===== config.mk =====
export PLATFORM = sky130hd
export DESIGN_NAME = papt_div
export DESIGN_NICKNAME = d
export VERILOG_FILES = /design/src/sv/papt_pkg.sv /design/src/sv/papt_div.sv
export SDC_FILE = /design/constraint.sdc
export NUM_CORES = 1
export LEC_CHECK = 0
export BUFFER_PORTS_ARGS = -buffer_cell sky130_fd_sc_hd__buf_2
export CAP_MARGIN = 10
export CORE_MARGIN = 2
export CORE_UTILIZATION = 53
export CTS_CLUSTER_SIZE = 16
export DETAILED_ROUTE_END_ITERATION = 8
export MAX_ROUTING_LAYER = met4
export PLACE_DENSITY = 0.85
export SYNTH_ARGS = -nofsm -noshare
export SYNTH_HDL_FRONTEND = slang
export SYNTH_SLANG_ARGS = --single-unit

===== constraint.sdc =====
create_clock -name clk -period 7.8 [get_ports clk]
set_input_delay 0 -clock clk [delete_from_list [all_inputs] [get_ports clk]]
set_output_delay 0 -clock clk [all_outputs]
set_load 0.05 [all_outputs]

===== src/sv/papt_pkg.sv =====
// Package with opcodes, denial codes and constants of the peer policer table
`default_nettype none
package papt_pkg;
    typedef enum logic [2:0] {
        FN_OPEN_TCP  = 3'd0,
        FN_CLOSE_TCP = 3'd1,
        FN_REQUEST   = 3'd2,
        FN_UPGRADE   = 3'd3,
        FN_OPEN_WS   = 3'd4,
        FN_CLOSE_WS  = 3'd5
    } func_t;

    localparam logic [1:0] DEN_NONE = 2'd0;
    localparam logic [1:0] DEN_RATE = 2'd1;
    localparam logic [1:0] DEN_CONN = 2'd2;

    localparam logic [2:0] REG_HTTP_CAP  = 3'd0;
    localparam logic [2:0] REG_HTTP_RATE = 3'd1;
    localparam logic [2:0] REG_UPG_CAP   = 3'd2;
    localparam logic [2:0] REG_UPG_RATE  = 3'd3;
    localparam logic [2:0] REG_TCP_TOT   = 3'd4;
    localparam logic [2:0] REG_WS_TOT    = 3'd5;
    localparam logic [2:0] REG_WS_PEER   = 3'd6;
    localparam logic [2:0] REG_IDLE      = 3'd7;

    localparam logic [15:0] CONN_RETRY_MS = 16'd1000;
    localparam logic [24:0] ONE_TOKEN     = 25'h010000;

    // One table entry as stored in memory
    typedef struct packed {
        logic [63:0] key;
        logic [31:0] seen;
        logic [9:0]  tcp;
        logic [9:0]  ws;
        logic [23:0] rtok;
        logic [31:0] rms;
        logic [23:0] utok;
        logic [31:0] ums;
    } entry_t;

    // Request to the divider
    typedef struct packed {
        logic        start;
        logic [41:0] num;
        logic [23:0] den;
    } div_req_t;
endpackage
`default_nettype wire


===== src/sv/papt_div.sv =====
// Restoring divider, one quotient bit per cycle
`default_nettype none
module papt_div
(
    input  wire logic              clk,
    input  wire logic              rst_n,
    input  wire papt_pkg::div_req_t req,
    output logic                   busy,
    output logic [41:0]            quo,
    output logic [41:0]            rem
);
    import papt_pkg::*;

    logic [41:0] q_reg;
    logic [41:0] r_reg;
    logic [23:0] d_reg;
    logic [5:0]  cnt_reg;
    logic [42:0] trial;

    assign trial = {r_reg, q_reg[41]} - {19'd0, d_reg};
    assign busy  = (cnt_reg != 6'd0);
    assign quo   = q_reg;
    assign rem   = r_reg;

    // Shift in one numerator bit per cycle, subtract when it fits
    always_ff @(posedge clk or negedge rst_n)
    begin
        if (!rst_n)
        begin
            cnt_reg <= '0;
        end
        else if (req.start)
        begin
            q_reg   <= req.num;
            r_reg   <= '0;
            d_reg   <= req.den;
            cnt_reg <= 6'd42;
        end
        else if (busy)
        begin
            if (!trial[42])
            begin
                r_reg <= trial[41:0];
                q_reg <= {q_reg[40:0], 1'b1};
            end
            else
            begin
                r_reg <= {r_reg[40:0], q_reg[41]};
                q_reg <= {q_reg[40:0], 1'b0};
            end
            cnt_reg <= cnt_reg - 6'd1;
        end
    end
endmodule
`default_nettype wire


Word-level counts from Yosys, hierarchy flattened
Index checks and enable logic that the tools add are counted.
{ "classes": {"add_sub_neg": 2, "muxes": 7, "reduce_logical": 4} }
{ "op_table": {"columns": ["cell", "count"], "rows": [
  ["$mux W42", 4],
  ["$sub A43 B24 Y43", 1],
  ["$mux W6", 2],
  ["$reduce_bool A6 Y1", 1],
  ["$sub A6 B1 Y6 const B", 1],
  ["$reduce_and A2 Y1", 2],
  ["$reduce_bool A2 Y1", 1],
  ["$mux W1", 1]
]} }
{ "word_totals": {"reg_bits": 114, "inputBits": 69, "out_inout_bits": 85} }

Depth between registers and ports, before layout
{ "depth": {"ltp_word": 4, "depth_mapped": 15, "mapped_depth_nobuf": 12} }

Least setup slack after synthesis
No wires, ideal clock.
{ "synth_path": {"path_kind": "flip-flop to flip-flop", "start": "register cnt_reg[0]", "end": "register q_reg[0], in the netlist quo[0] (enable)", "setup_time_ns": 0.506, "arrival_time_ns": 4.082, "setup_slack_ns": 3.212, "path_stages_with_launch": 6, "period_less_slack_ns": 4.588, "cell_sequence": "dfrtp_1 inv_1 ha_1 and3b_1 clkbuf_1 a21boi_0"} }
{ "synth_via": {"elab_chain_len": 3} }
{ "synth_rtl": {"columns": ["element", "line_no", "text"], "rows": [
  ["from (decl)", "papt_div.sv:17", "logic [5:0] cnt_reg;"],
  ["from (signal assigned)", "papt_div.sv:51", "cnt_reg <= cnt_reg - 6'd1;"],
  ["$reduce_bool A6 Y1", "papt_div.sv:21", "assign busy = (cnt_reg != 6'd0);"],
  ["$reduce_bool A2 Y1 (no source line)", null, null],
  ["$reduce_and A2 Y1 (no source line)", null, null],
  ["to (signal assigned)", "papt_div.sv:34", "q_reg <= req.num;"],
  ["to (signal assigned)", "papt_div.sv:44", "q_reg <= {q_reg[40:0], 1'b1};"],
  ["to (signal assigned)", "papt_div.sv:49", "q_reg <= {q_reg[40:0], 1'b0};"],
  ["to (decl)", "papt_div.sv:14", "logic [41:0] q_reg;"]
]} }
No other way between the ends.
A chain may end at the register's enable or synchronous reset.

Worst setup path after layout
{ "layout_path": {"start": "register r_reg[32], in the netlist rem[32]", "end": "register r_reg[31], in the netlist rem[31] (data pin)"} }
{ "layout_via": {"elab_chain_len": 3} }
{ "layout_rtl": {"columns": ["element", "line_no", "text"], "rows": [
  ["from (decl)", "papt_div.sv:15", "logic [41:0] r_reg;"],
  ["from (signal assigned)", "papt_div.sv:43", "r_reg <= trial[41:0];"],
  ["from (signal assigned)", "papt_div.sv:48", "r_reg <= {r_reg[40:0], q_reg[41]};"],
  ["$sub A43 B24 Y43", "papt_div.sv:20", "assign trial = {r_reg, q_reg[41]} - {19'd0, d_reg};"],
  ["$mux W42", "papt_div.sv:41", "if (!trial[42])"],
  ["$mux W42", "papt_div.sv:39", "else if (busy)"]
]} }
No other way between the ends.

==> summary.txt <==
Outcome
  – Status: finished clean

Synth
  – Post-synth ARST share: approximately 5.3%
  – Cell Area, Synth: between 0.006 and 0.007 mm2
  – Area leader, netlist: edfxtp_1
  – Register bit count reported by yosys: 114
  – Most common cell in the netlist: edfxtp_1
  – Synth cell count leaders: 108 x edfxtp_1, 60 x nand2_1, 59 x nor2_1
  – Mapped Nets: between 700 and 800
  – Post-synth top area share: between 40% and 50%
  – Register area share after synthesis: between 40% and 50%
  – Cell variety after synth: 60
  – Dominant cells by area after synthesis: edfxtp_1 48%, mux2_2 6.8%, ha_1 4.8%, a311oi_1 4.0%, nand2_1 3.3%
  – Synth Flop Type: edfxtp_1
  – Mapped Avg Cell Area: 10.78 um2
  – Syn. warnings: 0
  – Number of synthesized flops with an enable pin: ~110
  – Cells after Synth: 631

Clock tree
  – Setup bufs post-CTS: 0
  – CTS Sinks: roughly 110
  – CTS tree: yes
  – Clock transition at path regs: roughly 0.060 ns
  – Later-pin clock latency in the skew report: 0.43 ns
  – Total CTS buffers: 17
  – H-tree depth: 4
  – Clock buffer depth: 2
  – CTS root buffer: clkbuf_16

Floorplan
  – Starting density of the core: ~54%
  – I/O Pins: about 150
  – Die area: approximately 0.014 mm2
  – Die height: between 100 and 150 um
  – Site row count: around 40
  – Die width: around 120 um
  – Core area: 0.01257 mm2

Drt
  – Via density: between 6 and 7
  – Detailed Routing Iterations Pass 1: 6
  – Detailed-route wire length: 20,360 um
  – Initial DRC count: between 700 and 800
  – Drc violations: 0
  – Via Count: just over 6k
  – DR WL/cell: 19.81 um
  – Post-route ant nets: 0

Placement
  – Port bufs: approximately 150
  – HPWL Detailed: around 12,000 um
  – Dpl ws: roughly 3.7 ns
  – Placer Congestion: ~0.95
  – DP Cell Count: between 900 and 1k

Setup path
  – Worst Path Arrival: between 4 and 5 ns
  – Reg2reg start: rem[32]
  – Most frequent CP cell: or4_4
  – Worst-path fanout max: 36
  – Crit-path max cell delay: roughly 0.64 ns
  – CP cell instances: or3_4 > or4_4 > or4_4 > nor4_2 > nand3_1 > nand3_4 > nand2_2 > or4_1 > a311oi_1
  – Critical path's slowest cell: or4_1
  – CP endpoint kind: flip-flop
  – Worst setup startpoint: rem[32]
  – Reg2Reg Depth: 9
  – WS Path Type: flip-flop to flip-flop
  – Worst EP required: roughly 8 ns
  – Critical path startpoint category: flip-flop

Cells and area
  – # fillers: approximately 900
  – Share of cells above drive strength 1: between 20% and 30%
  – ANT cells: 0
  – Post-layout util: between 70% and 80%
  – Final Non-Filler Cells: approximately 1.0k
  – Area grow syn2layout: 32.59%
  – # nets final: 939

STA
  – Final worst slack: 3.622 ns
  – Worst rel slew slack: approximately 29%
  – Hold WS: between 0.2 and 0.3 ns
  – Unrepaired setup endpoints after global routing: no
  – Final period util: approximately 54%
  – Hold Vio Cnt, Final: 0
  – Measured slew at the worst slew-check pin: approximately 1.1 ns
  – Fin Setup TNS: 0 ns
  – Final setup violation count: 0
  – Clk_skew: 0.01101 ns
  – Final Slew Violations: 0
  – Crit path time final: approximately 4.2 ns
  – Highest clock rate: 239.3 MHz

Pwr
  – PD cells: ~240 mW/mm2
  – Lkg Pwr: roughly 3.8 nW
  – Peak VDD IR: 135.8 uV

Global routing
  – First-pass GRT wire length: 31,040 um
  – GRT Total Usage: a little under a third
  – Initial antenna violation count: 0
  – Grt ovf: 0
  – Largest net degree at the start of global routing: 93
  – Vias in the first global route: 5,999

Min path
  – Hold crit path type: primary input to async pin

Flow run
  – Maxcap violations: 0
layout by cell type (no fill, tap or decap), drive strengths merged, types with 5 or more instances in the layout:
cell type	Yosys	routed
clkinv	0	5
xnor2	11	11
o31ai	7	7
edfxtp	108	108
inv	38	41
a211oi	9	9
dfrtp	6	6
buf	10	158
nand2	61	61
nor2	59	59
a21oi	23	23
mux2	41	41
clkbuf	22	17
a311oi	31	31
nand2b	9	9
nand3	14	14
or3	16	16
bufinv	0	5
or4	8	8
a21o	14	14
dlygate4sd3	0	67
ha	26	26
o21ai	22	22
nor3	10	10
xor2	16	16
a31oi	7	7
nand4	10	10
worst max-delay path, delay by kind of cell, from the launching register on:
kind	cells	cell delay [ns]
AND/OR/NAND/NOR	8	3.25
flip-flops	1	0.45
AO/OA/AOI/OAI	1	0.29
cells by family (layout without fill, tap and decap cells):
group                    Yosys count  after routing  share of synthesized area, %
flip-flops                       114            114                         49.90
buffers and inverters             70            295                         4.176
AND/OR/NAND/NOR                  211            211                         15.92
AO/OA/AOI/OAI                    141            141                         14.66
adder cells (fa/ha/maj)           27             27                         5.078
XOR/XNOR                          27             27                         3.477
multiplexers                      41             41                         6.789
layout make-up:
type / count / area [um2] / area share (%)
well taps: 172 / 215.2 / 2.387
repair buffers: 225 / 1474 / 16.35
clock buffers: 17 / 425.4 / 4.718
flip-flops and latches: 114 / 3393 / 37.64
multi-input cells: 447 / 3134 / 34.76
inverters: 38 / 142.6 / 1.582
clock inverters: 15 / 231.5 / 2.567
stage by stage:
| step | power, mW | instance area, um2 |
|---|---|---|
| floorplan | 1.127 | 6800 |
| global placement | 1.231 | 7689 |
| detailed placement | 1.247 | 7689 |
| CTS | 2.145 | 9016 |
| global route | 2.230 | 9016 |
| finish | 2.168 | 9016 |
per-layer routing:
layer / routed length, um / share of wire, % / up-vias / track usage [%]
met5: 0 / 0 / - / -
met4: 826 / 4.1 / 0 / 14.67
met3: 1648 / 8.1 / 78 / 6.643
met2: 10180 / 50 / 372 / 50.50
met1: 7703 / 38 / 2970 / 36.50
li1: - / - / 2815 / -
worst paths after layout:
kind                               to  slack, ns
setup / recovery              rem[31]       3.62
hold / removal             cnt_reg[5]       0.26
setup reg to reg              rem[31]       3.62
hold reg to reg            cnt_reg[3]       0.55
max in group asynchronous  cnt_reg[1]       7.08
min in group clk            d_reg[11]       0.28
power breakdown:
group | total (mW) | leakage (nW) | internal [mW] | switching (mW)
logic | 0.508 | 2.33 | 0.178 | 0.330
clock network | 0.884 | 0.314 | 0.570 | 0.313
registers | 0.776 | 1.13 | 0.732 | 0.0442
repair_timing:
item                                   CTS  global route
hold buffers                            67             0
gates resized for setup                  0             0
endpoints found under the hold margin   72             0
No activity file was read; power rests on OpenSTA's default activity.
